--- config.mk ---
export PLATFORM = sky130hd
export DESIGN_NAME = ata_pio_lba28_sector_reader_top
export DESIGN_NICKNAME = d
export VERILOG_FILES = /design/src/rtl/atapio_pkg.sv /design/src/rtl/ata_pio_lba28_sector_reader_top.sv
export SDC_FILE = /design/constraint.sdc
export NUM_CORES = 1
export LEC_CHECK = 0
export ABC_AREA = 1
export ABC_CLOCK_PERIOD_IN_PS = 6300
export BUFFER_PORTS_ARGS = -buffer_cell sky130_fd_sc_hd__buf_2
export CORE_MARGIN = 1
export CORE_UTILIZATION = 25
export DETAILED_ROUTE_END_ITERATION = 12
export PLACE_DENSITY = 0.47
export SYNTH_ARGS = -nofsm -noshare
export SYNTH_HDL_FRONTEND = slang
export SYNTH_SLANG_ARGS = --single-unit
--- constraint.sdc ---
create_clock -name clk -period 6.3 [get_ports clk]
set_input_delay 0.63 -clock clk [delete_from_list [all_inputs] [get_ports clk]]
set_output_delay 0.63 -clock clk [all_outputs]
set_load 0.005 [all_outputs]
--- src/rtl/atapio_pkg.sv ---
// ----------------------------------------------------------------------------
// atapio_pkg
// Types and constants of the ATA PIO LBA28 sector reader.
// ----------------------------------------------------------------------------
package atapio_pkg;

	localparam int RES_MAX   = 7;
	localparam int RES_CNT_W = 3;
	localparam int MAX_SECTORS = 255;

	// input item kinds
	localparam logic [1:0] IK_START  = 2'd0;
	localparam logic [1:0] IK_STATUS = 2'd1;
	localparam logic [1:0] IK_DATA   = 2'd2;
	localparam logic [1:0] IK_TICK   = 2'd3;

	// result kinds
	localparam logic [1:0] RK_WRITE  = 2'd0;
	localparam logic [1:0] RK_READ   = 2'd1;
	localparam logic [1:0] RK_WORD   = 2'd2;
	localparam logic [1:0] RK_FINISH = 2'd3;

	// configuration register indexes
	localparam logic [2:0] CFG_CAP0    = 3'd0;
	localparam logic [2:0] CFG_CAP1    = 3'd1;
	localparam logic [2:0] CFG_CAP2    = 3'd2;
	localparam logic [2:0] CFG_CAP3    = 3'd3;
	localparam logic [2:0] CFG_LBA48   = 3'd4;
	localparam logic [2:0] CFG_SPINUP  = 3'd5;
	localparam logic [2:0] CFG_SECTOR  = 3'd6;

	localparam logic [15:0] SPINUP_RESET = 16'd30000;
	localparam logic [15:0] SECTOR_RESET = 16'd2000;

	// task file
	localparam logic [9:0] BASE_PRIMARY   = 10'h1F0;
	localparam logic [9:0] BASE_SECONDARY = 10'h170;
	localparam logic [9:0] OFS_DATA     = 10'd0;
	localparam logic [9:0] OFS_SECCOUNT = 10'd2;
	localparam logic [9:0] OFS_LBA_LO   = 10'd3;
	localparam logic [9:0] OFS_LBA_MID  = 10'd4;
	localparam logic [9:0] OFS_LBA_HI   = 10'd5;
	localparam logic [9:0] OFS_DRV_HEAD = 10'd6;
	localparam logic [9:0] OFS_CMD_STAT = 10'd7;

	localparam logic [7:0] DRV_HEAD_BASE = 8'hE0;
	localparam logic [7:0] CMD_READ      = 8'h20;
	localparam logic [7:0] ST_BSY        = 8'h80;
	localparam logic [7:0] ST_DRQ        = 8'h08;
	localparam logic [7:0] ST_ERR_DF     = 8'h21;

	localparam logic [32:0] LBA28_LIMIT = 33'd268435455;

	typedef enum logic [3:0] {
		PH_IDLE    = 4'b0001,
		PH_SPINUP  = 4'b0010,
		PH_DATA    = 4'b0100,
		PH_BETWEEN = 4'b1000
	} phase_t;

	typedef struct packed {
		logic [1:0]  kind;
		logic [9:0]  port;
		logic [7:0]  wbyte;
		logic [15:0] word;
		logic [15:0] pos;
		logic        fail;
	} res_t;

	function automatic res_t mk_res(input logic [1:0] kind, input logic [9:0] port,
			input logic [7:0] wbyte, input logic [15:0] word, input logic [15:0] pos,
			input logic fail);
		res_t r;
		r.kind  = kind;
		r.port  = port;
		r.wbyte = wbyte;
		r.word  = word;
		r.pos   = pos;
		r.fail  = fail;
		return r;
	endfunction

endpackage

--- src/rtl/ata_pio_lba28_sector_reader_top.sv ---
// ----------------------------------------------------------------------------
// ata_pio_lba28_sector_reader_top
// Host-side ATA PIO LBA28 read engine: checks a start request, issues the
// task file writes and READ SECTORS, polls status and moves data words.
// ----------------------------------------------------------------------------
//
//  channel | direction | handshake            | payload
//  --------+-----------+----------------------+--------------------------------
//  in      | input     | in_valid / in_ready  | kind, drive_number, first_sector,
//          |           |                      | requested_count, bus_read_value
//  out     | output    | out_valid / out_ready| result_kind, port_address, write_byte,
//          |           |                      | word_out, word_position, failed,
//          |           |                      | last_of_run
//  cfg     | input     | cfg_valid / cfg_ready| cfg_index, cfg_data
//
// An item is held in the input register, then its results go into a
// 7-deep output shift buffer and leave one per cycle while out_ready is high.
// Results per item: one per polled status or timeout tick, two per data word,
// seven per started read (one if rejected), none otherwise. The output port sets the rate.
// A new item loads while the last result of the previous one is taken.
// Reset is asynchronous; no clearing pass. cfg_ready is always high.

module ata_pio_lba28_sector_reader_top
	import atapio_pkg::*;
(
	input  logic        clk,
	input  logic        arst_n,

	input  logic        in_valid,
	output logic        in_ready,
	input  logic [1:0]  kind,
	input  logic [1:0]  drive_number,
	input  logic [31:0] first_sector,
	input  logic [15:0] requested_count,
	input  logic [15:0] bus_read_value,

	output logic        out_valid,
	input  logic        out_ready,
	output logic [1:0]  result_kind,
	output logic [9:0]  port_address,
	output logic [7:0]  write_byte,
	output logic [15:0] word_out,
	output logic [15:0] word_position,
	output logic        failed,
	output logic        last_of_run,

	input  logic        cfg_valid,
	output logic        cfg_ready,
	input  logic [2:0]  cfg_index,
	input  logic [31:0] cfg_data
);

	// configuration
	logic [31:0] cap_q [4];
	logic [3:0]  lba48_q;
	logic [15:0] spinup_q;
	logic [15:0] sector_to_q;

	assign cfg_ready = 1'b1;

	always_ff @(posedge clk or negedge arst_n) begin
		if (!arst_n) begin
			for (int i = 0; i < 4; i++) cap_q[i] <= '0;
			lba48_q     <= '0;
			spinup_q    <= SPINUP_RESET;
			sector_to_q <= SECTOR_RESET;
		end else if (cfg_valid && cfg_ready) begin
			case (cfg_index)
				CFG_CAP0:   cap_q[0]    <= cfg_data;
				CFG_CAP1:   cap_q[1]    <= cfg_data;
				CFG_CAP2:   cap_q[2]    <= cfg_data;
				CFG_CAP3:   cap_q[3]    <= cfg_data;
				CFG_LBA48:  lba48_q     <= cfg_data[3:0];
				CFG_SPINUP: spinup_q    <= cfg_data[15:0];
				CFG_SECTOR: sector_to_q <= cfg_data[15:0];
				default: ;
			endcase
		end
	end

	// input register
	logic        valid_s1;
	logic [1:0]  kind_s1;
	logic [1:0]  drive_s1;
	logic [31:0] lba_s1;
	logic [15:0] count_s1;
	logic [15:0] value_s1;

	// output shift buffer
	res_t                 res_q [RES_MAX];
	logic [RES_CNT_W-1:0] cnt_q;

	logic out_take, buf_free, advance;

	assign out_take = out_valid && out_ready;
	assign buf_free = (cnt_q == '0) || ((cnt_q == RES_CNT_W'(1)) && out_take);
	assign advance  = valid_s1 && buf_free;
	assign in_ready = !valid_s1 || advance;

	always_ff @(posedge clk or negedge arst_n) begin
		if (!arst_n) begin
			valid_s1 <= 1'b0;
		end else if (in_ready) begin
			valid_s1 <= in_valid;
		end
	end

	always_ff @(posedge clk) begin
		if (in_valid && in_ready) begin
			kind_s1  <= kind;
			drive_s1 <= drive_number;
			lba_s1   <= first_sector;
			count_s1 <= requested_count;
			value_s1 <= bus_read_value;
		end
	end

	// engine state
	phase_t      phase_q, phase_d;
	logic [1:0]  drive_q, drive_d;
	logic [7:0]  total_q, total_d;
	logic [7:0]  sect_q, sect_d;
	logic [7:0]  word_q, word_d;
	logic [15:0] ticks_q, ticks_d;

	res_t                 res_d [RES_MAX];
	logic [RES_CNT_W-1:0] num_d;

	logic [9:0]  base_act, base_new;
	logic [32:0] end_sum;
	logic [31:0] cap_sel;
	logic        bad;
	logic [7:0]  st;
	logic [7:0]  drv_head;

	always_comb begin
		phase_d = phase_q;
		drive_d = drive_q;
		total_d = total_q;
		sect_d  = sect_q;
		word_d  = word_q;
		ticks_d = ticks_q;
		num_d   = '0;
		for (int i = 0; i < RES_MAX; i++) res_d[i] = '0;

		base_act = drive_q[1] ? BASE_SECONDARY : BASE_PRIMARY;
		base_new = drive_s1[1] ? BASE_SECONDARY : BASE_PRIMARY;
		end_sum  = {1'b0, lba_s1} + {17'b0, count_s1};
		cap_sel  = cap_q[drive_s1];
		bad      = (count_s1 == '0) || (count_s1 > 16'(MAX_SECTORS))
			|| (end_sum > {1'b0, cap_sel})
			|| (lba48_q[drive_s1] && (end_sum >= LBA28_LIMIT));
		st       = value_s1[7:0];
		drv_head = DRV_HEAD_BASE | {3'b000, drive_s1[0], lba_s1[27:24]};

		case (kind_s1)
			IK_START: begin
				if (phase_q == PH_IDLE) begin
					if (bad) begin
						res_d[0] = mk_res(RK_FINISH, '0, '0, '0, '0, 1'b1);
						num_d    = RES_CNT_W'(1);
					end else begin
						res_d[0] = mk_res(RK_WRITE, base_new + OFS_DRV_HEAD, drv_head,
							'0, '0, 1'b0);
						res_d[1] = mk_res(RK_WRITE, base_new + OFS_SECCOUNT, count_s1[7:0],
							'0, '0, 1'b0);
						res_d[2] = mk_res(RK_WRITE, base_new + OFS_LBA_LO, lba_s1[7:0],
							'0, '0, 1'b0);
						res_d[3] = mk_res(RK_WRITE, base_new + OFS_LBA_MID, lba_s1[15:8],
							'0, '0, 1'b0);
						res_d[4] = mk_res(RK_WRITE, base_new + OFS_LBA_HI, lba_s1[23:16],
							'0, '0, 1'b0);
						res_d[5] = mk_res(RK_WRITE, base_new + OFS_CMD_STAT, CMD_READ,
							'0, '0, 1'b0);
						res_d[6] = mk_res(RK_READ, base_new + OFS_CMD_STAT, '0,
							'0, '0, 1'b0);
						num_d    = RES_CNT_W'(RES_MAX);
						drive_d  = drive_s1;
						total_d  = count_s1[7:0];
						sect_d   = '0;
						word_d   = '0;
						ticks_d  = spinup_q;
						phase_d  = PH_SPINUP;
					end
				end
			end
			IK_STATUS: begin
				if (phase_q == PH_SPINUP) begin
					num_d = RES_CNT_W'(1);
					if (((st & ST_BSY) == '0) && ((st & ST_DRQ) != '0)) begin
						phase_d  = PH_DATA;
						word_d   = '0;
						res_d[0] = mk_res(RK_READ, base_act + OFS_DATA, '0, '0, '0, 1'b0);
					end else begin
						res_d[0] = mk_res(RK_READ, base_act + OFS_CMD_STAT, '0, '0, '0,
							1'b0);
					end
				end else if (phase_q == PH_BETWEEN) begin
					num_d = RES_CNT_W'(1);
					if ((st & ST_BSY) != '0) begin
						res_d[0] = mk_res(RK_READ, base_act + OFS_CMD_STAT, '0, '0, '0,
							1'b0);
					end else if ((st & ST_ERR_DF) != '0) begin
						phase_d  = PH_IDLE;
						res_d[0] = mk_res(RK_FINISH, '0, '0, '0, '0, 1'b1);
					end else begin
						phase_d  = PH_DATA;
						word_d   = '0;
						res_d[0] = mk_res(RK_READ, base_act + OFS_DATA, '0, '0, '0, 1'b0);
					end
				end
			end
			IK_DATA: begin
				if (phase_q == PH_DATA) begin
					num_d    = RES_CNT_W'(2);
					res_d[0] = mk_res(RK_WORD, '0, '0, value_s1, {sect_q, word_q}, 1'b0);
					if (word_q != 8'hFF) begin
						word_d   = word_q + 8'd1;
						res_d[1] = mk_res(RK_READ, base_act + OFS_DATA, '0, '0, '0, 1'b0);
					end else if (({1'b0, sect_q} + 9'd1) >= {1'b0, total_q}) begin
						// last word of the last sector
						phase_d  = PH_IDLE;
						word_d   = '0;
						res_d[1] = mk_res(RK_FINISH, '0, '0, '0, '0, 1'b0);
					end else begin
						sect_d   = sect_q + 8'd1;
						word_d   = '0;
						ticks_d  = sector_to_q;
						phase_d  = PH_BETWEEN;
						res_d[1] = mk_res(RK_READ, base_act + OFS_CMD_STAT, '0, '0, '0,
							1'b0);
					end
				end
			end
			IK_TICK: begin
				if ((phase_q == PH_SPINUP) || (phase_q == PH_BETWEEN)) begin
					if (ticks_q <= 16'd1) begin
						ticks_d  = '0;
						phase_d  = PH_IDLE;
						num_d    = RES_CNT_W'(1);
						res_d[0] = mk_res(RK_FINISH, '0, '0, '0, '0, 1'b1);
					end else begin
						ticks_d = ticks_q - 16'd1;
					end
				end
			end
			default: ;
		endcase
	end

	always_ff @(posedge clk or negedge arst_n) begin
		if (!arst_n) begin
			phase_q <= PH_IDLE;
			drive_q <= '0;
			total_q <= '0;
			sect_q  <= '0;
			word_q  <= '0;
			ticks_q <= '0;
		end else if (advance) begin
			phase_q <= phase_d;
			drive_q <= drive_d;
			total_q <= total_d;
			sect_q  <= sect_d;
			word_q  <= word_d;
			ticks_q <= ticks_d;
		end
	end

	always_ff @(posedge clk or negedge arst_n) begin
		if (!arst_n) begin
			cnt_q <= '0;
		end else if (advance) begin
			cnt_q <= num_d;
		end else if (out_take) begin
			cnt_q <= cnt_q - RES_CNT_W'(1);
		end
	end

	always_ff @(posedge clk) begin
		if (advance) begin
			for (int i = 0; i < RES_MAX; i++) res_q[i] <= res_d[i];
		end else if (out_take) begin
			for (int i = 0; i < RES_MAX - 1; i++) res_q[i] <= res_q[i+1];
		end
	end

	assign out_valid     = (cnt_q != '0);
	assign result_kind   = res_q[0].kind;
	assign port_address  = res_q[0].port;
	assign write_byte    = res_q[0].wbyte;
	assign word_out      = res_q[0].word;
	assign word_position = res_q[0].pos;
	assign failed        = res_q[0].fail;
	assign last_of_run   = (cnt_q == RES_CNT_W'(1));

endmodule

==> impl_metrics.csv <==
group,metric,value,unit
drt,viasPerCell,4.46,
pwr,p_per_area,397,nW/um^2
global_routing,grt_pass1_wl,88.6,mm
floorplan,initial_core_util,25.4,%
critical_path,path_max_fanout,24,
pwr,p_seq_share,40.2,%
critical_path,crit_type,"flop to flop",
sta,worstMarginPinSlew,1.06,ns
critical_path,cp.arrival,5.10,ns
critical_path,endpoint_kind,"flop",
placement,post-dp-hpwl,40.7,mm
logic_synthesis,synth_area,20100,um^2
clock_network,cts_setup_buffers,0,
logic_synthesis,avgSynthCellArea,8.64,um^2
global_routing,grt_max_degree,83,
logic_synthesis,synth_warnings,0,
floorplan,row_count,103,
logic_synthesis,yosys.area.top_type,"edfxtp_1",
global_routing,grt.overflow.total,0,
critical_path,crit_slowest_cell,"nand2_1",
sta,tns,0,ns
sta,hold_slack,0.0695,ns
drt,drt_wl_total,56.8,mm
run,cap_viol_max_count,0,
final_layout,layout.nets,2590,
global_routing,grt_use_total,13.9,%
floorplan,die_h,286,um
critical_path,reg2reg_from,"count_s1[0]",
sta,slew_headroom,29.2,%
sta,finalCriticalPeriod,4.66,ns
critical_path,cp_common_cell,"nand2_1",
global_routing,grt_antenna_before_repair,4,
sta,slew_viol_final,0,
final_layout,final_common_cell,"nand2_1",
placement,numPortBuffers,161,
pwr,ir_worst_vdd,0.227,mV
logic_synthesis,ys_seq_area_share,52.9,%
pwr,switchingPower,3.29,mW
sta,setup_ws,1.64,ns
sta,final_hold_viol_count,0,
clock_network,cts_tree,"done",
clock_network,cts.clk_slew.worst_paths,0.06,ns
drt,routedWlPerCell,16.2,um
clock_network,cts_sinks,389,
critical_path,crit_path_start,"count_s1[0]",
drt,drt-initial-drc-count,1081,
pwr,pwr-share-comb,30.7,%
sta,rsz0062_at_grt,"false",
drt,drc_errors,0,
logic_synthesis,synth.top_cell.area_share,26.3,%
pwr,swShare,35.9,%
logic_synthesis,netlist_instances,2328,
pwr,p_leak,10.7,nW
logic_synthesis,synth_edf_count,176,
hold_path,hp-class,"input port to async pin",
sta,finalCritPeriodShare,73.9,%
drt,num_vias,15600,
sta,maxClockFrequency,215,MHz
clock_network,cts_resized,0,
clock_network,cts_hold_buf,0,
clock_network,root_buffer,"clkbuf_16",
global_routing,grt_pass1_vias,15300,
floorplan,die_w,286,um
critical_path,cp_top_family,"simple AND/OR/NAND/NOR gates",
final_layout,num_antenna_cells,0,
logic_synthesis,ys_seq_elements,389,
floorplan,pin_count,165,
logic_synthesis,synthArstFlopShare,54.8,%
final_layout,final_util,29.2,%
final_layout,area_growth,15.0,%
critical_path,crit_required,6.75,ns
placement,gp_congestion,0.874,
logic_synthesis,synthFlopType,"dfrtp_1",
drt,firstDrtPassIters,8,
final_layout,final_cell_mix,"nand2_1, inv_1, dfrtp_1, o21ai_0, edfxtp_1",
sta,skew,0.0256,ns
floorplan,coreArea,79300,um^2
status,status,"complete, no violations",
placement,place_ws,1.66,ns
drt,drtAntennaViolNets,0,
critical_path,cp_slowest_stage_delay,0.55,ns
logic_synthesis,synth.distinct_cells,54,
critical_path,critPathLaunchType,"flop",
clock_network,htree_levels,2,
final_layout,drive_gt1_share,13.5,%
sta,setup_viol,0,
critical_path,cp_num_buf_inv,1,
pwr,clock_power_share,29.2,%
pwr,internal-power,5.88,mW
floorplan,die-area,81600,um^2
logic_synthesis,synth.top_cells.by_area,"edfxtp_1, dfrtp_1, nand2_1, inv_1, o21ai_0",
clock_network,clock_latency,0.59,ns
clock_network,numCtsBuffers,46,
clock_network,clockBufferDepth,3,
==> synth_stat cells (18+ instances only) <==
cell and n:
nand2_1 752, inv_1 249, dfrtp_1 199, o21ai_0 184, edfxtp_1 176, nor2_1 159
nand3_1 90, clkbuf_1 65, a21oi_1 63, ha_1 63, buf_4 55, nand4_1 48
a32o_1 31, nor3_1 21, o21ai_2 19, o21ai_1 18
==> logic make-up after synthesis <==
logic type,share of synthesized area (%)
and+or+nand+nor,23.7
buffers and inverters,8.69
DFF,52.9
AOI/OAI and AO/OA,9.82
adders and majority gates,4.02
xor gates and xnor gates,0.871
other,0.0374
==> worst register-to-register path, delay by kind of cell (launching register included) <==
| kind | cells | cell delay (ns) |
|---|---|---|
| simple gates | 26 | 2.99 |
| flops | 1 | 0.42 |
| fa+ha+maj | 3 | 1.02 |
| buf+inv | 1 | 0.07 |
==> area by class of cell <==
| class | count | area, um^2 |
|---|---|---|
| Sequential cell | 389 | 10600 |
| Multi-Input combinational cell | 1551 | 7760 |
| Fill cell | 8441 | 56100 |
| Timing Repair Buffer | 176 | 927 |
| Clock inverter | 10 | 109 |
| Inverter | 254 | 962 |
| Clock buffer | 75 | 1410 |
| Tap cell | 1050 | 1310 |
==> path summary, 6_finish.rpt <==
check / to / slack [ns] / depth (start not counted)
setup / recovery: ticks_q[6] / 1.64 / 30
min in group clk: lba_s1[12] / 0.22 / 1
max in group asynchronous: total_q[1] / 4.65 / 2
hold / removal: cap_q[114] / 0.07 / 1
hold reg to reg: cap_q[121] / 0.48 / 2
setup reg to reg: ticks_q[6] / 1.64 / 30
==> sequential cells by signal (all words and copies together) (netlist names) <==
| name | count |
|---|---|
| cap_q | 128 |
| cnt_q | 3 |
| count_s1 | 16 |
| drive_q | 1 |
| drive_s1 | 2 |
| kind_s1 | 2 |
| lba48_q | 4 |
| lba_s1 | 32 |
| phase_q | 4 |
| res_q | 108 |
| sect_q | 8 |
| sector_to_q | 16 |
| spinup_q | 16 |
| ticks_q | 16 |
| total_q | 8 |
| valid_s1 | 1 |
| value_s1 | 16 |
| word_q | 8 |
==> layer usage <==
metal / GRT usage (%) / share of wire [%] / vias to the layer above
li1: - / - / 7787
met1: 18.2 / 45 / 7346
met2: 23.4 / 48 / 399
met3: 2.07 / 5.0 / 85
met4: 4.45 / 2.7 / 0
met5: 0 / 0 / -
==> power by group through the flow <==
stage          Sequential [mW]  Clock (mW)  Combinational [mW]
6_report                  3.69        2.68                2.81
5_1_grt                   3.76        2.86                3.24
4_1_cts                   3.69        2.77                2.87
3_5_place_dp              3.73           0                2.86
3_3_place_gp              3.72           0                2.83
2_1_floorplan             3.63           0                2.11
==> stage by stage <==
step	instances	total power, mW	area (um^2)
6_report	3505	9.17	23100
5_1_grt	3505	9.86	23100
4_1_cts	3505	9.33	23100
3_5_place_dp	3420	6.59	21600
3_3_place_gp	3420	6.56	21600
2_1_floorplan	2329	5.74	20100
Note: power is estimated with default switching activity, not from simulation.
